==> src/sv/lspd_pkg.sv <==
// Shared types and constants for the LSB stego payload deframer.
`default_nettype none

package lspd_pkg;

    // Largest extension length accepted.
    localparam int unsigned MAX_EXT = 4;

    // Configuration register indexes.
    localparam logic [1:0] REG_HEADER_BYTES = 2'd0;
    localparam logic [1:0] REG_MAGIC_FIRST  = 2'd1;
    localparam logic [1:0] REG_MAGIC_SECOND = 2'd2;

    // Reset values of the configuration registers.
    localparam logic [7:0] HEADER_BYTES_RST = 8'd54;
    localparam logic [7:0] MAGIC_FIRST_RST  = 8'd35;
    localparam logic [7:0] MAGIC_SECOND_RST = 8'd42;

    typedef enum logic [2:0] {
        PH_HEADER  = 3'd0,
        PH_MAGIC   = 3'd1,
        PH_EXTLEN  = 3'd2,
        PH_EXT     = 3'd3,
        PH_DATALEN = 3'd4,
        PH_DATA    = 3'd5,
        PH_DONE    = 3'd6
    } phase_t;

    typedef enum logic [2:0] {
        K_MAGIC_OK  = 3'd0,
        K_MAGIC_BAD = 3'd1,
        K_EXT_LEN   = 3'd2,
        K_EXT_BAD   = 3'd3,
        K_EXT_CHAR  = 3'd4,
        K_DATA_LEN  = 3'd5,
        K_DATA_BYTE = 3'd6
    } kind_t;

    typedef struct packed {
        logic [7:0] header_bytes;
        logic [7:0] magic_first;
        logic [7:0] magic_second;
    } cfg_t;

    typedef struct packed {
        logic        valid;
        kind_t       kind;
        logic [31:0] value;
        logic        last;
    } result_t;

endpackage

`default_nettype wire

==> src/sv/lspd_parser.sv <==
// Frame parser: header skip, bit gathering and field decode, one item per step.
`default_nettype none

module lspd_parser (
    input  wire logic             clk,
    input  wire logic             rst_n,
    input  wire logic             step,
    input  wire logic             carrier_bit,
    input  wire logic             restart,
    input  wire lspd_pkg::cfg_t   cfg,
    output lspd_pkg::result_t     result
);

    import lspd_pkg::*;

    phase_t      phase_reg, phase_next;
    logic [7:0]  header_count_reg, header_count_next;
    logic [4:0]  bit_count_reg, bit_count_next;
    logic [31:0] acc_reg, acc_next;
    logic [31:0] remain_reg, remain_next;
    logic        magic_index_reg, magic_index_next;
    logic        magic_match_reg, magic_match_next;

    // State as seen after an optional restart.
    phase_t      ph;
    logic [7:0]  hc;
    logic [4:0]  bc;
    logic [31:0] acc;
    logic [31:0] rem;
    logic        mi;
    logic        mm;

    phase_t      work_phase;
    logic [31:0] acc_shift;
    logic [31:0] rem_dec;
    logic        byte_done;
    logic        word_done;
    logic        magic_ok;

    assign ph  = restart ? PH_HEADER : phase_reg;
    assign hc  = restart ? 8'd0      : header_count_reg;
    assign bc  = restart ? 5'd0      : bit_count_reg;
    assign acc = restart ? 32'd0     : acc_reg;
    assign rem = restart ? 32'd0     : remain_reg;
    assign mi  = restart ? 1'b0      : magic_index_reg;
    assign mm  = restart ? 1'b1      : magic_match_reg;

    assign acc_shift  = {acc[30:0], carrier_bit};
    assign rem_dec    = rem - 32'd1;
    assign byte_done  = (bc[2:0] == 3'd7);
    assign word_done  = (bc == 5'd31);
    assign work_phase = (ph == PH_HEADER) ? PH_MAGIC : ph;
    assign magic_ok   = mm && (acc_shift[7:0] == cfg.magic_second);

    always_comb
    begin
        phase_next        = phase_reg;
        header_count_next = header_count_reg;
        bit_count_next    = bit_count_reg;
        acc_next          = acc_reg;
        remain_next       = remain_reg;
        magic_index_next  = magic_index_reg;
        magic_match_next  = magic_match_reg;
        result            = '{valid: 1'b0, kind: K_MAGIC_OK, value: 32'd0, last: 1'b0};

        if (step)
        begin
            phase_next        = ph;
            header_count_next = hc;
            bit_count_next    = bc;
            acc_next          = acc;
            remain_next       = rem;
            magic_index_next  = mi;
            magic_match_next  = mm;

            if (ph == PH_DONE)
            begin
                // frame over: wait for frame_start
            end
            else if ((ph == PH_HEADER) && (hc < cfg.header_bytes))
            begin
                header_count_next = hc + 8'd1;
            end
            else
            begin
                acc_next       = acc_shift;
                bit_count_next = bc + 5'd1;
                phase_next     = work_phase;

                unique case (work_phase)
                    PH_MAGIC:
                    begin
                        if (byte_done)
                        begin
                            bit_count_next = 5'd0;
                            if (!mi)
                            begin
                                magic_match_next = (acc_shift[7:0] == cfg.magic_first);
                                magic_index_next = 1'b1;
                            end
                            else
                            begin
                                magic_match_next = magic_ok;
                                magic_index_next = 1'b0;
                                acc_next         = 32'd0;
                                result.valid     = 1'b1;
                                result.value     = {16'd0, acc_shift[15:0]};
                                if (magic_ok)
                                begin
                                    phase_next  = PH_EXTLEN;
                                    result.kind = K_MAGIC_OK;
                                end
                                else
                                begin
                                    phase_next  = PH_DONE;
                                    result.kind = K_MAGIC_BAD;
                                    result.last = 1'b1;
                                end
                            end
                        end
                    end
                    PH_EXTLEN:
                    begin
                        if (word_done)
                        begin
                            result.valid = 1'b1;
                            result.value = acc_shift;
                            if (!acc_shift[31] && (acc_shift != 32'd0)
                                && (acc_shift <= 32'(MAX_EXT)))
                            begin
                                remain_next = acc_shift;
                                phase_next  = PH_EXT;
                                result.kind = K_EXT_LEN;
                            end
                            else
                            begin
                                phase_next  = PH_DONE;
                                result.kind = K_EXT_BAD;
                                result.last = 1'b1;
                            end
                        end
                    end
                    PH_EXT:
                    begin
                        if (byte_done)
                        begin
                            bit_count_next = 5'd0;
                            remain_next    = rem_dec;
                            if (rem_dec == 32'd0)
                            begin
                                phase_next = PH_DATALEN;
                                acc_next   = {24'd0, acc_shift[7:0]};
                            end
                            result.valid = 1'b1;
                            result.kind  = K_EXT_CHAR;
                            result.value = {24'd0, acc_shift[7:0]};
                        end
                    end
                    PH_DATALEN:
                    begin
                        if (word_done)
                        begin
                            result.valid = 1'b1;
                            result.kind  = K_DATA_LEN;
                            result.value = acc_shift;
                            if (acc_shift[31] || (acc_shift == 32'd0))
                            begin
                                phase_next  = PH_DONE;
                                result.last = 1'b1;
                            end
                            else
                            begin
                                remain_next = acc_shift;
                                phase_next  = PH_DATA;
                            end
                        end
                    end
                    PH_DATA:
                    begin
                        if (byte_done)
                        begin
                            bit_count_next = 5'd0;
                            remain_next    = rem_dec;
                            result.valid   = 1'b1;
                            result.kind    = K_DATA_BYTE;
                            result.value   = {24'd0, acc_shift[7:0]};
                            if (rem_dec == 32'd0)
                            begin
                                phase_next  = PH_DONE;
                                result.last = 1'b1;
                            end
                        end
                    end
                    default:
                    begin
                        phase_next = PH_DONE;
                    end
                endcase
            end
        end
    end

    always_ff @(posedge clk or negedge rst_n)
    begin
        if (!rst_n)
        begin
            phase_reg        <= PH_HEADER;
            header_count_reg <= 8'd0;
            bit_count_reg    <= 5'd0;
            acc_reg          <= 32'd0;
            remain_reg       <= 32'd0;
            magic_index_reg  <= 1'b0;
            magic_match_reg  <= 1'b1;
        end
        else
        begin
            phase_reg        <= phase_next;
            header_count_reg <= header_count_next;
            bit_count_reg    <= bit_count_next;
            acc_reg          <= acc_next;
            remain_reg       <= remain_next;
            magic_index_reg  <= magic_index_next;
            magic_match_reg  <= magic_match_next;
        end
    end

    // Once done, only a restart leaves the done phase.
    a_done_sticky: assert property (@(posedge clk) disable iff (!rst_n)
        (step && !restart && (phase_reg == PH_DONE)) |=> (phase_reg == PH_DONE))
        else $error("lspd_parser: left done phase without frame_start");

    // Extension countdown stays within the accepted range.
    a_ext_count: assert property (@(posedge clk) disable iff (!rst_n)
        (phase_reg == PH_EXT) |-> ((remain_reg != 32'd0) && (remain_reg <= 32'(MAX_EXT))))
        else $error("lspd_parser: extension count out of range");

    // Second magic character pending only while reading magic.
    a_magic_index: assert property (@(posedge clk) disable iff (!rst_n)
        magic_index_reg |-> (phase_reg == PH_MAGIC))
        else $error("lspd_parser: magic index set outside magic phase");

endmodule

`default_nettype wire

==> src/sv/lsb_stego_payload_deframer_core.sv <==
// Top level of the LSB stego payload deframer: handshakes, config registers, result register.
//
// Channel | Direction | Handshake             | Payload
// --------+-----------+-----------------------+----------------------------------------
// in      | sink      | in_valid / in_ready   | carrier_byte[7:0], frame_start
// out     | source    | out_valid / out_ready | field_kind[2:0], field_value[31:0], frame_last
// cfg     | sink      | cfg_valid / cfg_ready | cfg_index[1:0], cfg_data[7:0]
//
// Timing: an item is held in the input register and its result (if any) is registered in
//   the result register when the item advances; sustained rate is one item per cycle while
//   out_ready stays high, set by the state update of the parser.
// Reset: config goes to header 54, magic 35/42; parser starts in header skip.
// Stalls: with out_ready low the result holds and one more item waits in the input
//   register; in_ready then drops. cfg_ready is always high.
`default_nettype none

module lsb_stego_payload_deframer_core (
    input  wire logic        clk,
    input  wire logic        rst_n,

    input  wire logic        in_valid,
    output logic             in_ready,
    input  wire logic [7:0]  carrier_byte,
    input  wire logic        frame_start,

    output logic             out_valid,
    input  wire logic        out_ready,
    output logic [2:0]       field_kind,
    output logic signed [31:0] field_value,
    output logic             frame_last,

    input  wire logic        cfg_valid,
    output logic             cfg_ready,
    input  wire logic [1:0]  cfg_index,
    input  wire logic [7:0]  cfg_data
);

    import lspd_pkg::*;

    cfg_t    cfg_reg;
    result_t result;

    // input register: only bit 0 of the carrier matters after the header
    logic    s1_valid_reg;
    logic    s1_bit_reg;
    logic    s1_start_reg;

    // result register
    logic        out_valid_reg;
    kind_t       out_kind_reg;
    logic [31:0] out_value_reg;
    logic        out_last_reg;

    logic    advance;
    logic    in_accept;

    // The input stage moves on whenever the result register is free or being drained.
    assign advance   = s1_valid_reg && (!out_valid_reg || out_ready);
    assign in_ready  = !s1_valid_reg || advance;
    assign in_accept = in_valid && in_ready;
    assign cfg_ready = 1'b1;

    always_ff @(posedge clk or negedge rst_n)
    begin
        if (!rst_n)
        begin
            cfg_reg.header_bytes <= HEADER_BYTES_RST;
            cfg_reg.magic_first  <= MAGIC_FIRST_RST;
            cfg_reg.magic_second <= MAGIC_SECOND_RST;
        end
        else if (cfg_valid)
        begin
            unique case (cfg_index)
                REG_HEADER_BYTES: cfg_reg.header_bytes <= cfg_data;
                REG_MAGIC_FIRST:  cfg_reg.magic_first  <= cfg_data;
                REG_MAGIC_SECOND: cfg_reg.magic_second <= cfg_data;
                default:          ;   // unknown index: ignored
            endcase
        end
    end

    always_ff @(posedge clk or negedge rst_n)
    begin
        if (!rst_n)
        begin
            s1_valid_reg <= 1'b0;
        end
        else if (in_accept)
        begin
            s1_valid_reg <= 1'b1;
        end
        else if (advance)
        begin
            s1_valid_reg <= 1'b0;
        end
    end

    always_ff @(posedge clk)
    begin
        if (in_accept)
        begin
            s1_bit_reg   <= carrier_byte[0];
            s1_start_reg <= frame_start;
        end
    end

    lspd_parser u_parser (
        .clk         (clk),
        .rst_n       (rst_n),
        .step        (advance),
        .carrier_bit (s1_bit_reg),
        .restart     (s1_start_reg),
        .cfg         (cfg_reg),
        .result      (result)
    );

    always_ff @(posedge clk or negedge rst_n)
    begin
        if (!rst_n)
        begin
            out_valid_reg <= 1'b0;
        end
        else if (advance)
        begin
            out_valid_reg <= result.valid;
        end
        else if (out_ready)
        begin
            out_valid_reg <= 1'b0;
        end
    end

    always_ff @(posedge clk)
    begin
        if (advance && result.valid)
        begin
            out_kind_reg  <= result.kind;
            out_value_reg <= result.value;
            out_last_reg  <= result.last;
        end
    end

    assign out_valid   = out_valid_reg;
    assign field_kind  = out_kind_reg;
    assign field_value = out_value_reg;
    assign frame_last  = out_last_reg;

    // in_ready only drops with an item held in the input register.
    a_ready_hold: assert property (@(posedge clk) disable iff (!rst_n)
        !in_ready |-> s1_valid_reg)
        else $error("deframer: in_ready low with empty input stage");

    // frame_last only comes with a kind that can end a frame.
    a_last_kind: assert property (@(posedge clk) disable iff (!rst_n)
        (out_valid && frame_last) |->
            ((out_kind_reg == K_MAGIC_BAD) || (out_kind_reg == K_EXT_BAD)
             || (out_kind_reg == K_DATA_LEN) || (out_kind_reg == K_DATA_BYTE)))
        else $error("deframer: frame_last on a non-terminal kind");

    // Error kinds always end the frame.
    a_error_last: assert property (@(posedge clk) disable iff (!rst_n)
        (out_valid && ((out_kind_reg == K_MAGIC_BAD) || (out_kind_reg == K_EXT_BAD)))
            |-> frame_last)
        else $error("deframer: error result without frame_last");

endmodule

`default_nettype wire
==> config.mk <==
export PLATFORM = sky130hd
export DESIGN_NAME = lsb_stego_payload_deframer_core
export DESIGN_NICKNAME = d
export VERILOG_FILES = /design/src/sv/lspd_pkg.sv /design/src/sv/lspd_parser.sv /design/src/sv/lsb_stego_payload_deframer_core.sv
export SDC_FILE = /design/constraint.sdc
export NUM_CORES = 1
export LEC_CHECK = 0
export ABC_AREA = 1
export BUFFER_PORTS_ARGS = -buffer_cell sky130_fd_sc_hd__buf_2
export CORE_ASPECT_RATIO = 1.25
export CORE_MARGIN = 3
export CORE_UTILIZATION = 55
export DETAILED_ROUTE_END_ITERATION = 7
export HOLD_SLACK_MARGIN = 0.02
export MAX_ROUTING_LAYER = met4
export PLACE_DENSITY = 0.82
export SYNTH_ARGS = -nofsm -noshare
export SYNTH_HDL_FRONTEND = slang
export SYNTH_HIERARCHICAL = 1
export SYNTH_SLANG_ARGS = --single-unit
export TNS_END_PERCENT = 20
==> constraint.sdc <==
create_clock -name clk -period 6.19 [get_ports clk]
set_input_delay 0.3095 -clock clk [delete_from_list [all_inputs] [get_ports clk]]
set_output_delay 0.3095 -clock clk [all_outputs]
set_load 0.01 [all_outputs]
==> impl_results.md, run 1 <==
- Run status: completed
- Required time at the endpoint of the critical path: between 6000 and 7000 ps
- Routed len/inst: 17.6 µm
- Worst-case headroom to the max-slew limit: between 30% and 40%
- Depth of the most critical reg-to-reg path: 12
- PD cells: a little under 300 nW/µm²
- Die Y-Extent: around 150 µm
- Cell breakdown of the critical path: nor2_1, inv_1, nor2_1, inv_1, nor2_1, nor2_1, nand2_1, nor2_1, inv_1, a21oi_1, inv_1, nor2_4
- TritonCTS buffer count: 17
- Clock share of power: 32.9%
- Buffer depth of the longest clock path: 2
- Worst-case clock skew: about 11 ps
- Maximum clock frequency: between 0.2 and 0.25 GHz
- Portion of synthesized cell area occupied by the leading cell type: between 20% and 30%
- Internal portion of total power: 1.93 mW
- CTS tree: built
- Number of setup violations in the final report: 0
- Source of the worst register-to-register timing path: s1_start_reg
- Startpoint class of the critical path: flip-flop
- # Max-Cap Violations: 0
- Worst hold slack: about 54 ps
- Hold Fails Final Rpt: 0
- Last element of the critical path: field_kind[1]
- Most common cell type on the critical path: sky130_fd_sc_hd__nor2_1
- Final weighted congestion in routability-driven placement: around 1.0
- Detail Route Antenna Nets: 0
- GRT Resource Usage Total: 30.5%
- Maximum ir drop on the vdd rail: about 0.00019 V
- Slowest cell on the critical path: sky130_fd_sc_hd__nor2_4
- Global route total overflow: 0
- Mapped Nets: around 1400
- RSZ-0062 raised after global routing: false
- Relative area change from synthesis to final layout: 8.79%
- Power, Total: about 3.1 mW
- Post-detailed-route DRC marker count: 0
- Sequential-to-total area share from yosys stat: between 30% and 40%
- Portion of total power attributed to sequential cells: 39.5%
- Pre-antenna DRT Iters: 8
- Count of distinct cell types in the synthesized netlist: 50
- Xor/xnor cell area share of the yosys netlist: ~2.2%
- Simple-gate area share of the yosys netlist: 33.2%
- Adder-cell share of the synthesized area: between 2 and 2.5%
- Worst-path clk slew: 70 ps
- Layout net count: roughly 1400
- Dominant cells by area after synthesis: sky130_fd_sc_hd__dfrtp_1 (25%), sky130_fd_sc_hd__nand2_1 (17%), sky130_fd_sc_hd__edfxtp_1 (12%)
- Vias/cell: around 6.0
- Total via count in the routed design: around 9800
- Worst reg-to-reg setup slack: 1330 ps
- Routed Wire Length: approximately 29000 µm
- Post-synthesis compound-gate area fraction: between 10 and 15%
- Number of pins with negative max-slew slack in the final report: 0
- Fillers: roughly 1500
- TNS Setup: 0 ps
- CP Buf/Inv Count: 4
- Category of the worst setup path capture point: flip-flop
- Critical path depth in cells: 12
- Time the worst path needs with I/O delays and setup: a little under 5000 ps
- Via count of the first global-routing pass: roughly 9200
- Mapped Area: roughly 9700 µm²
- I/O pin count: 63
- Floorplan row count: 53
- Most used flip-flop cell after synthesis: sky130_fd_sc_hd__dfrtp_1
- Number of instances in the synthesized netlist: approximately 1400
- Ratio of cells with drive above 1 in the final layout: between 10% and 20%
- Switching power share of the total: a little under two fifths
- Proportion of power drawn by combinational gates: approximately 28%
- Share of async-settable or async-resettable flops after synthesis: approximately three quarters
- Worst slack after detailed placement: 1450 ps
- Maximum number of pins on one net before global-route repair: 83
- HP Class: primary input to flip-flop
- Start point of the critical path: s1_start_reg
- Critical path fanouts, max: 36
- Clock Latency Late Sink: around 430 ps
- Post-synthesis area per instance: just over 7 µm²
- Number of flops mapped to enable cells by yosys: 38
- Detailed Route Iter0 Violations: 1152
- Power dissipated by switching net loads: 1.13 mW
- Smallest setup slack after layout: about 1300 ps
- P_leak: around 5.4 nW
- Crit path largest cell delay: approximately 790 ps
- Global-route wire length before repair: about 46000 µm
- Type of the worst setup path: flip-flop to flip-flop
- R2r endpoint: field_kind[1]
- Share of synthesized area spent on multiplexers: 0%
- Portion of the clock cycle consumed by the worst path in the final layout: around four fifths
- Total of warnings raised by yosys: 6
- Number of antenna violations at the first check in global routing: 0
- Cell accounting for the most synthesized area: sky130_fd_sc_hd__dfrtp_1
- Clock tree root buffer cell: sky130_fd_sc_hd__clkbuf_16
- Detailed Place HPWL: roughly 20000 µm
- Kind of cell with the highest combined delay on the critical path: simple AND/OR/NAND/NOR gates
- Count of input and output buffers: between 50 and 60
- Die Area: between 15000 and 20000 µm²
- Synth Register Bits: ~150
- Depth of the CTS H-tree: 4
- Slew of the pin with the lowest slew margin: 1020 ps
- Min-Delay Startpoint: carrier_byte[0]
- Horizontal die dimension: approximately 120 µm
- Antenna diodes: 0
- Standard cell core area: 17000 µm²
- Clk sink count: roughly 150
- Dominant combinational cell family by area after synthesis: simple AND/OR/NAND/NOR gates
- Arrival time at the worst endpoint: 4910 ps
- Initial standard-cell utilization of the core: approximately 57%
## metrics by stage
stage | utilization, % | cell area, µm² | cells
final | 62.0 | 10600 | 1632
after global routing | 62.0 | 10600 | 1632
after CTS | 62.0 | 10600 | 1632
after detailed placement | 58.6 | 9990 | 1599
after global placement | 58.6 | 9990 | 1599
after floorplan | - | 9710 | 1377
## final cells by class
class | count | area [µm²] | area share [%]
multi-input cells | 1039 | 5040 | 47.8
flip-flops and latches | 145 | 3830 | 36.3
inverters | 134 | 508 | 4.81
clock buffers | 19 | 453 | 4.29
repair buffers | 62 | 335 | 3.17
well taps | 220 | 275 | 2.61
clock inverters | 13 | 116 | 1.10
## per-layer routing
metal	share of wire, %	vias up	track usage, %
met1	39	4574	36.1
met4	4.8	0	15.9
met3	6.3	110	4.18
met2	50	474	51.0
met5	0	-	-
li1	-	4608	-
## cells in the final DEF, fill, tap and decap left out, types with 9 or more instances in the layout
master	count
sky130_fd_sc_hd__a21oi_1	49
sky130_fd_sc_hd__buf_2	53
sky130_fd_sc_hd__nor2_1	142
sky130_fd_sc_hd__xnor2_1	9
sky130_fd_sc_hd__o22ai_1	10
sky130_fd_sc_hd__nor3_1	27
sky130_fd_sc_hd__inv_1	125
sky130_fd_sc_hd__o21ai_1	16
sky130_fd_sc_hd__nand2_1	437
sky130_fd_sc_hd__ha_1	17
sky130_fd_sc_hd__xor2_1	15
sky130_fd_sc_hd__a31oi_1	11
sky130_fd_sc_hd__o21ai_0	105
sky130_fd_sc_hd__dfrtp_1	96
sky130_fd_sc_hd__nand4_1	38
sky130_fd_sc_hd__dfstp_2	11
sky130_fd_sc_hd__nand3_1	77
sky130_fd_sc_hd__clkbuf_16	17
sky130_fd_sc_hd__o211ai_1	18
sky130_fd_sc_hd__edfxtp_1	38
## synth_stat cells (10+ instances only)
cell type	instances
sky130_fd_sc_hd__dfstp_2	11
sky130_fd_sc_hd__ha_1	17
sky130_fd_sc_hd__nor2_1	143
sky130_fd_sc_hd__nor3_1	27
sky130_fd_sc_hd__dfrtp_1	96
sky130_fd_sc_hd__inv_1	126
sky130_fd_sc_hd__buf_6	11
sky130_fd_sc_hd__o21ai_0	105
sky130_fd_sc_hd__o22ai_1	10
sky130_fd_sc_hd__nand3_1	77
sky130_fd_sc_hd__nand2_1	437
sky130_fd_sc_hd__a31oi_1	11
sky130_fd_sc_hd__xor2_1	15
sky130_fd_sc_hd__o21ai_1	16
sky130_fd_sc_hd__edfxtp_1	38
sky130_fd_sc_hd__o211ai_1	18
sky130_fd_sc_hd__a21oi_1	49
sky130_fd_sc_hd__nand4_1	38
sky130_fd_sc_hd__clkbuf_1	32
## power by group through the flow
stage,registers (mW),clock network [mW],logic [mW]
final,1.21,1.01,0.843
after global routing,1.23,1.07,0.936
after CTS,1.21,1.02,0.820
after detailed placement,1.22,0,0.810
after global placement,1.22,0,0.786
after floorplan,1.20,0,0.617
## kinds of logic after synthesis
group / Yosys count
AO/OA/AOI/OAI: 241
XOR/XNOR: 24
adder cells (fa/ha/maj): 17
buffers and inverters: 193
flip-flops: 145
other: 1
AND/OR/NAND/NOR: 756
## worst min-delay path by stage
stage                            to  slack [ps]  cells after the start
4_1_cts                  s1_bit_reg          40                      1
3_3_place_gp   u_parser/acc_reg[24]         370                      1
3_5_place_dp   u_parser/acc_reg[22]         370                      1
2_1_floorplan            cfg_reg[0]          10                      0
5_1_grt                  s1_bit_reg          40                      1
6_report                 s1_bit_reg          50                      1
## what timing repair did
action	in CTS	in global routing
gates resized for setup	0	0
setup endpoints to repair	0	0
hold buffers	1	0
endpoints found under the hold margin	44	0
setup buffers	0	0
(Power assumes the default switching activity.)
==> inputs of run 2 (changes only) <==
--- a/config.mk
+++ b/config.mk
@@ -5,7 +5,7 @@
 export SDC_FILE = /design/constraint.sdc
 export NUM_CORES = 1
 export LEC_CHECK = 0
-export ABC_AREA = 1
+export ABC_AREA = 0
 export BUFFER_PORTS_ARGS = -buffer_cell sky130_fd_sc_hd__buf_2
 export CORE_ASPECT_RATIO = 1.25
 export CORE_MARGIN = 3
@@ -13,7 +13,7 @@
 export DETAILED_ROUTE_END_ITERATION = 7
 export HOLD_SLACK_MARGIN = 0.02
 export MAX_ROUTING_LAYER = met4
-export PLACE_DENSITY = 0.82
+export PLACE_DENSITY = 0.83
 export SYNTH_ARGS = -nofsm -noshare
 export SYNTH_HDL_FRONTEND = slang
 export SYNTH_HIERARCHICAL = 1
==> constraint.sdc (replaced) <==
create_clock -name clk -period 4.6 [get_ports clk]
set_input_delay 0.23 -clock clk [delete_from_list [all_inputs] [get_ports clk]]
set_output_delay 0.23 -clock clk [all_outputs]
set_load 0.01 [all_outputs]
==> run 2 against run 1 <==
  * Global-route usage fell by 1.0 points
  * Utilization rose by 2.4 points
  * Synthesized cell count fell by 38%
  * First-iteration DRC count shrank 34%
  * Setup slack got worse by 970 ps
  * Non-clock buffer count rose by 14
  * Critical endpoint is now u_parser/acc_reg[13]
  * Largest cell class unchanged
  * Largest power group unchanged
  * Highest routed layer unchanged
==> impl_results.md, run 2 <==
- Routed Wire Length: 23400 µm (-18%)
- Count of input and output buffers: 54 (unchanged)
- CTS tree: built
- Worst-path clk slew: 60 ps (about the same)
- Fillers: 1200 (-22%)
- Start point of the critical path: s1_start_reg
- Portion of synthesized cell area occupied by the leading cell type: 28.6% (+3.9 points)
- HP Class: primary input to flip-flop
- Number of setup violations in the final report: 0 (unchanged)
- Clk sink count: 145 (unchanged)
- Startpoint class of the critical path: flip-flop
- Dominant cells by area after synthesis: sky130_fd_sc_hd__dfrtp_1 (29%), sky130_fd_sc_hd__edfxtp_1 (14%), sky130_fd_sc_hd__a22o_1 (4.0%)
- PD cells: 357 nW/µm² (+23%)
- Total of warnings raised by yosys: 6 (unchanged)
- Min-Delay Startpoint: cfg_data[0]
- Horizontal die dimension: 116 µm (-6.7%)
- Final weighted congestion in routability-driven placement: 0.998 (-2.0%)
- Number of antenna violations at the first check in global routing: 0 (unchanged)
- Cell area reported after detailed placement: 8780 µm² (-12%)
- Clock Latency Late Sink: 430 ps (about the same)
- # Max-Cap Violations: 0 (unchanged)
- R2r endpoint: u_parser/acc_reg[13]
- Source of the worst register-to-register timing path: s1_start_reg
- Number of non-filler instances in the completed layout: 1083 (-34%)
- Hold Path Sink: cfg_reg[16]
- Share of async-settable or async-resettable flops after synthesis: 73.8% (unchanged)
- Category of the worst setup path capture point: flip-flop
- Depth of the most critical reg-to-reg path: 11 (-1)
- Maximum clock frequency: 0.236 GHz (+15%)
- Portion of the clock cycle consumed by the worst path in the final layout: 92.1% (+14 points)
- Total instance count after detailed placement: 1047 (-35%)
- Mapped Nets: 896 (-37%)
- Pre-antenna DRT Iters: 6 (-2)
- Ratio of cells with drive above 1 in the final layout: 17.8% (+7.4 points)
- Total area of multi-input combinational cells: 4200 µm² (-17%)
- Slew of the pin with the lowest slew margin: 1030 ps (+4.04 ps)
- Required time at the endpoint of the critical path: 4950 ps (-1290 ps)
- Standard cell core area: 14700 µm² (-14%)
- Post-synthesis area per instance: 9.81 µm² (+39%)
- Type of the worst setup path: flip-flop to flip-flop
- Antenna diodes: 0 (unchanged)
- Detail Route Antenna Nets: 0 (unchanged)
- Hold Fails Final Rpt: 0 (unchanged)
- Total via count in the routed design: 7220 (-26%)
- Number of instances in the synthesized netlist: 855 (-38%)
- Routed len/inst: 21.7 µm (+23%)
- Buffer depth of the longest clock path: 2 (unchanged)
- Buffers inserted by post-CTS timing repair: 0 (unchanged)
- Layout net count: 933 (-35%)
- Clock tree root buffer cell: sky130_fd_sc_hd__clkbuf_16
- Most instantiated library cell after synthesis: sky130_fd_sc_hd__dfrtp_1
- Floorplan row count: 49 (-7.5%)
- Mapped Area: 8390 µm² (-14%)
- TNS Setup: 0 ps (unchanged)
- Depth of the CTS H-tree: 4 (unchanged)
- TritonCTS buffer count: 17 (unchanged)
- Count of distinct cell types in the synthesized netlist: 80 (+60%)
- Count of cells resized by post-cts repair: 0 (unchanged)
- Detailed Route Iter0 Violations: 762 (-34%)
- Post-detailed-route DRC marker count: 0 (unchanged)
- Sequential-to-total area share from yosys stat: 45.7% (+6.2 points)
- Relative area change from synthesis to final layout: 12.4%
- Global route total overflow: 0 (unchanged)
- Die Y-Extent: 144 µm (-6.8%)
- Worst-case clock skew: 10.4 ps (-0.121 ps)
- Worst-case headroom to the max-slew limit: 31.6% (about the same)
- RSZ-0062 raised after global routing: false
- Cell types with the highest counts after synthesis: sky130_fd_sc_hd__dfrtp_1 (96), sky130_fd_sc_hd__nor2_1 (60), sky130_fd_sc_hd__nand2_1 (58)
- Most frequent standard cell in the layout excluding fill and tap cells: sky130_fd_sc_hd__dfrtp_1
- Maximum number of pins on one net before global-route repair: 80 (-3.6%)
- Number of pins with negative max-slew slack in the final report: 0 (unchanged)
- Cell accounting for the most synthesized area: sky130_fd_sc_hd__dfrtp_1
- Maximum ir drop on the vdd rail: 0.000285 V (+46%)
- Most used flip-flop cell after synthesis: sky130_fd_sc_hd__dfrtp_1
- Worst reg-to-reg setup slack: 360 ps (-970 ps)
- Via count of the first global-routing pass: 6880 (-26%)
- Time the worst path needs with I/O delays and setup: 4240 ps (-619 ps)
- Highest-count cells in the layout ignoring fill and taps: sky130_fd_sc_hd__dfrtp_1 (96), sky130_fd_sc_hd__nor2_1 (60), sky130_fd_sc_hd__nand2_1 (58)
- Final Cell Area: 9430 µm² (-11%)
- P_leak: 4.12 nW (-24%)
- Vias/cell: 6.67 (+11%)
- Run status: completed
- Initial standard-cell utilization of the core: 57.3% (+0.29 points)
- Quantity of hold-fixing buffers added after cts: 4 (+3)
- Combined flip-flop and latch cell area: 3830 µm² (unchanged)
- Hold Path Cell Cnt: 2 (+1)
- Die Area: 16800 µm² (-13%)
- Arrival time at the worst endpoint: 4590 ps (-320 ps)
- Synth Register Bits: 145 (unchanged)
- Number of flops mapped to enable cells by yosys: 38 (unchanged)
- I/O pin count: 63 (unchanged)
- Critical path fanouts, max: 23 (-36%)
- Detailed Place HPWL: 16600 µm (-17%)
- Global-route wire length before repair: 36700 µm (-20%)
- GRT Resource Usage Total: 29.5% (-1.0 points)
run 2: changes by cell type after synthesis, moves of 35 or more:
cell | before | now
sky130_fd_sc_hd__nor2_1 | 143 | 60
sky130_fd_sc_hd__o21ai_0 | 105 | 48
sky130_fd_sc_hd__and2_1 | 0 | 35
sky130_fd_sc_hd__nand2_1 | 437 | 58
sky130_fd_sc_hd__inv_1 | 126 | 25
sky130_fd_sc_hd__nand3_1 | 77 | 23
run 2: area by class of cell:
cell class	count	area share [%]
multi-input combinational	626	44.5
clock buffer	24	5.35
clock inverter	8	1.06
inverter	26	1.04
tap	178	2.36
timing repair buffer	76	5.02
sequential	145	40.6
run 2: critical path: stages (launching register included):
cell and delay (ps):
sky130_fd_sc_hd__edfxtp_1 350, sky130_fd_sc_hd__clkinv_1 320, sky130_fd_sc_hd__nand2_1 260, sky130_fd_sc_hd__ha_1 360
sky130_fd_sc_hd__or4b_2 730, sky130_fd_sc_hd__or3_1 350, sky130_fd_sc_hd__or3_1 310, sky130_fd_sc_hd__a31o_1 260
sky130_fd_sc_hd__nand4_1 100, sky130_fd_sc_hd__and4b_1 300, sky130_fd_sc_hd__o21ai_4 570, sky130_fd_sc_hd__a22o_1 250
run 2: cells by family (layout without fill, tap and decap cells):
logic type	count (synthesis)	count (layout)	share of synthesized area, %
buf+inv	84	134	4.43
flops	145	145	45.7
other cells	1	1	0.0447
simple gates	312	312	20.3
compound gates	237	237	20.0
xor+xnor	24	24	2.50
mux	35	35	4.58
fa+ha+maj	17	17	2.53
run 2: through the flow:
stage / hold WS, ps / power [mW] / worst slack (ps) / util [%]
floorplan: -65.6 / 1.81 / 295 / -
global route: 73.5 / 3.48 / 189 / 64.3
detailed placement: 416 / 1.96 / 486 / 60.0
CTS: 64.7 / 3.37 / 427 / 64.3
finish: 74.4 / 3.36 / 361 / 64.3
global placement: 418 / 1.95 / 576 / 60.0
run 2: report_power, final:
group	total, mW	switching, mW	leakage, nW	internal (mW)
Clock	1.40	0.529	0.294	0.876
Sequential	1.49	0.0813	1.83	1.40
Combinational	0.472	0.286	1.99	0.187
Total	3.36	0.896	4.12	2.47
run 2: how the worst max path moves through the flow:
| stage | endpoint | depth (start not counted) | slack, ps |
|---|---|---|---|
| floorplan | field_kind[0] | 15 | 300 |
| global placement | u_parser/acc_reg[29] | 11 | 580 |
| detailed placement | u_parser/acc_reg[28] | 11 | 490 |
| CTS | u_parser/acc_reg[13] | 11 | 430 |
| global route | u_parser/acc_reg[13] | 11 | 190 |
| finish | u_parser/acc_reg[13] | 11 | 360 |
run 2: routing by layer:
| metal | vias up | GRT usage (%) | part of all wire, % | wire (µm) |
|---|---|---|---|---|
| met5 | - | - | 0 | 0 |
| met4 | 0 | 13.7 | 4.4 | 1040 |
| met3 | 84 | 4.65 | 6.1 | 1430 |
| met2 | 362 | 49.5 | 51 | 11900 |
| met1 | 3506 | 34.6 | 39 | 9100 |
| li1 | 3268 | - | - | - |
==> inputs of run 3 (changes only) <==
--- a/config.mk
+++ b/config.mk
@@ -9,11 +9,11 @@
 export BUFFER_PORTS_ARGS = -buffer_cell sky130_fd_sc_hd__buf_2
 export CORE_ASPECT_RATIO = 1.25
 export CORE_MARGIN = 3
-export CORE_UTILIZATION = 55
+export CORE_UTILIZATION = 50
 export DETAILED_ROUTE_END_ITERATION = 7
 export HOLD_SLACK_MARGIN = 0.02
 export MAX_ROUTING_LAYER = met4
-export PLACE_DENSITY = 0.83
+export PLACE_DENSITY = 0.77
 export SYNTH_ARGS = -nofsm -noshare
 export SYNTH_HDL_FRONTEND = slang
 export SYNTH_HIERARCHICAL = 1
==> constraint.sdc (replaced) <==
create_clock -name clk -period 4.35 [get_ports clk]
set_input_delay 0.2175 -clock clk [delete_from_list [all_inputs] [get_ports clk]]
set_output_delay 0.2175 -clock clk [all_outputs]
set_load 0.01 [all_outputs]
==> run 3 against run 2 <==
  * Clock power up 4%
  * Via count down 1.9%
  * Cell area up 0.72%
  * Combinational power up 4%
  * Clock-buffer cell count down 1
  * Maximum frequency up 7.5%
  * Critical endpoint is now u_parser/acc_reg[26]
  * Largest cell class unchanged
==> impl_results.md, run 3 (synthesized netlist as in run 2, its figures left out) <==
- Global route total overflow: 0 (unchanged)
- PD cells: 370 nW/µm² (+3.7%)
- Final cell utilization of the core: 58.2% (-6.2 points)
- Post-detailed-route DRC marker count: 0 (unchanged)
- Count of cells resized by post-cts repair: 0 (unchanged)
- Most common cell type on the critical path: sky130_fd_sc_hd__or3_1
- Required time at the endpoint of the critical path: 4710 ps (-240 ps)
- Portion of the clock cycle consumed by the worst path in the final layout: 90.6% (-1.5 points)
- Cell breakdown of the critical path: clkinv_1, nand2_1, ha_1, or4b_2, or3_1, or3_1, a31o_1, nand4_1, and4b_1, o21ai_4, a22o_1
- Maximum number of pins on one net before global-route repair: 75 (-6.3%)
- Antenna diodes: 0 (unchanged)
- Slowest cell on the critical path: sky130_fd_sc_hd__or4b_2
- HP Class: primary input to flip-flop
- Portion of total power attributed to sequential cells: 44.7% (+0.5 points)
- Ratio of cells with drive above 1 in the final layout: 18.4% (+0.60 points)
- Grt met2 use: 43.9% (-5.6 points)
- Startpoint class of the critical path: flip-flop
- Clock Latency Late Sink: 430 ps (about the same)
- Met1 capacity usage during global routing: 32.3% (-2.4 points)
- TNS Setup: 0 ps (unchanged)
- Die Area: 18400 µm² (+9.5%)
- Global-route wire length before repair: 36800 µm (+0.28%)
- I/O pin count: 63 (unchanged)
- CP Buf/Inv Count: 1 (unchanged)
- Critical path fanouts, max: 23 (unchanged)
- Power dissipated by switching net loads: 966 µW (+7.8%)
- Internal portion of total power: 2.55 mW (+3.2%)
- Via count of the first global-routing pass: 6788 (-1.3%)
- Die Y-Extent: 151 µm (+4.7%)
- Number of setup violations in the final report: 0 (unchanged)
- Busiest layer in global routing: met2
- Worst-case headroom to the max-slew limit: 36.1% (+4.5 points)
- Depth of the CTS H-tree: 4 (unchanged)
- Count of input and output buffers: 54 (unchanged)
- Kind of cell with the highest combined delay on the critical path: simple AND/OR/NAND/NOR gates
- Total instance count after detailed placement: 1088 (+3.9%)
- Number of antenna violations at the first check in global routing: 0 (unchanged)
- Relative area change from synthesis to final layout: 13.2%
- Number of pins with negative max-slew slack in the final report: 0 (unchanged)
- Layout net count: 936 (+0.32%)
- Final weighted congestion in routability-driven placement: 1.01 (+1.6%)
- Run status: completed
- Met3 track demand over resource in global routing: 4.93% (+0.28 points)
- Maximum clock frequency: 0.254 GHz (+7.5%)
- Horizontal die dimension: 122 µm (+4.6%)
- Clk sink count: 145 (unchanged)
- TritonCTS buffer count: 17 (unchanged)
- Detailed Place HPWL: 16200 µm (-2.1%)
- Highest-count cells in the layout ignoring fill and taps: sky130_fd_sc_hd__dfrtp_1 (96), sky130_fd_sc_hd__nor2_1 (60), sky130_fd_sc_hd__nand2_1 (58)
- Initial standard-cell utilization of the core: 51.4% (-5.9 points)
- Proportion of power drawn by combinational gates: 13.9% (about the same)
- Worst-path clk slew: 60 ps (about the same)
- Category of the worst setup path capture point: flip-flop
- Buffers inserted by post-CTS timing repair: 0 (unchanged)
- Detailed Route Iter0 Violations: 753 (-1.2%)
- Total via count in the routed design: 7086 (-1.9%)
- Worst-case clock skew: 9.61 ps (-0.809 ps)
- Type of the worst setup path: flip-flop to flip-flop
- Routed len/inst: 20.5 µm (-5.2%)
- Worst reg-to-reg setup slack: 410 ps (+50 ps)
- Clock share of power: 41.4% (-0.4 points)
- Standard cell core area: 16300 µm² (+11%)
- Maximum ir drop on the vdd rail: 0.000272 V (-4.6%)
- GRT Resource Usage Total: 26.6% (-2.9 points)
- Time the worst path needs with I/O delays and setup: 3940 ps (-297 ps)
- Hold Fails Final Rpt: 0 (unchanged)
- Pre-antenna DRT Iters: 8 (+2)
- Buffer depth of the longest clock path: 2 (unchanged)
- Number of non-filler instances in the completed layout: 1124 (+3.8%)
- Arrival time at the worst endpoint: 4300 ps (-290 ps)
- Detail Route Antenna Nets: 0 (unchanged)
- Slew of the pin with the lowest slew margin: 958 ps (-67.9 ps)
- # Max-Cap Violations: 0 (unchanged)
- Switching power share of the total: 27.5% (+0.86 points)
- RSZ-0062 raised after global routing: false
- CTS tree: built
- Routed Wire Length: 23100 µm (-1.6%)
- Floorplan row count: 52 (+6.1%)
- Crit path largest cell delay: 730 ps (about the same)
- Vias/cell: 6.30 (-5.4%)
- P_leak: 4.12 nW (+0.17%)
- Clock tree root buffer cell: sky130_fd_sc_hd__clkbuf_16
- Most frequent standard cell in the layout excluding fill and tap cells: sky130_fd_sc_hd__dfrtp_1
==> run 3: final cells by class <==
| type | count | area (µm²) |
|---|---|---|
| clock inverters | 9 | 62.6 |
| multi-input cells | 626 | 4210 |
| repair buffers | 79 | 495 |
| clock buffers | 23 | 532 |
| flip-flops and latches | 145 | 3830 |
| well taps | 216 | 270 |
| inverters | 26 | 97.6 |
| fillers | 1441 | 6830 |
==> run 3: worst register-to-register path, cell delays in order (launching register included) <==
cell and delay (ps):
sky130_fd_sc_hd__edfxtp_1 410, sky130_fd_sc_hd__clkinv_1 130, sky130_fd_sc_hd__nand2_1 130, sky130_fd_sc_hd__ha_1 340
sky130_fd_sc_hd__or4b_2 730, sky130_fd_sc_hd__or3_1 350, sky130_fd_sc_hd__or3_1 320, sky130_fd_sc_hd__a31o_1 240
sky130_fd_sc_hd__nand4_1 90, sky130_fd_sc_hd__and4b_1 320, sky130_fd_sc_hd__o21ai_4 570, sky130_fd_sc_hd__a22o_1 240
==> run 3: per-stage QoR <==
step / area (µm²) / setup slack (ps) / hold WS [ps] / power, mW
after floorplan: 8390 / 45.0 / -78.1 / 1.91
after global placement: 8860 / 521 / 404 / 2.06
after detailed placement: 8860 / 436 / 401 / 2.07
after CTS: 9500 / 417 / 59.1 / 3.53
after global routing: 9500 / 116 / 63.4 / 3.65
final: 9500 / 408 / 71.3 / 3.51
==> run 3: per-layer routing <==
layer | up-vias | share of wire, %
met5 | - | 0
met4 | 0 | 3.2
met3 | 59 | 6.4
met2 | 302 | 50
met1 | 3461 | 40
li1 | 3264 | -
==> run 3: power groups by stage <==
stage,Combinational (mW),Clock [mW],Sequential [mW]
CTS,0.486,1.47,1.57
finish,0.489,1.45,1.57
detailed placement,0.481,0,1.59
floorplan,0.358,0,1.56
global route,0.537,1.53,1.58
global placement,0.473,0,1.59
==> run 3: final timing paths <==
| path | from | to | cells past startpoint |
|---|---|---|---|
| max | s1_start_reg | u_parser/acc_reg[26] | 11 |
| min | cfg_data[2] | cfg_reg[10] | 2 |
| max reg2reg | s1_start_reg | u_parser/acc_reg[26] | 11 |
| min reg2reg | u_parser/bit_count_reg[4] | u_parser/bit_count_reg[4] | 1 |
| max in group asynchronous | rst_n | u_parser/acc_reg[12] | 3 |
| min in group asynchronous | rst_n | u_parser/header_count_reg[3] | 2 |
==> run 3: what timing repair did <==
item,in CTS,in global routing
endpoints found under the setup margin,0,0
endpoints found under the hold margin,65,0
hold buffers,4,0
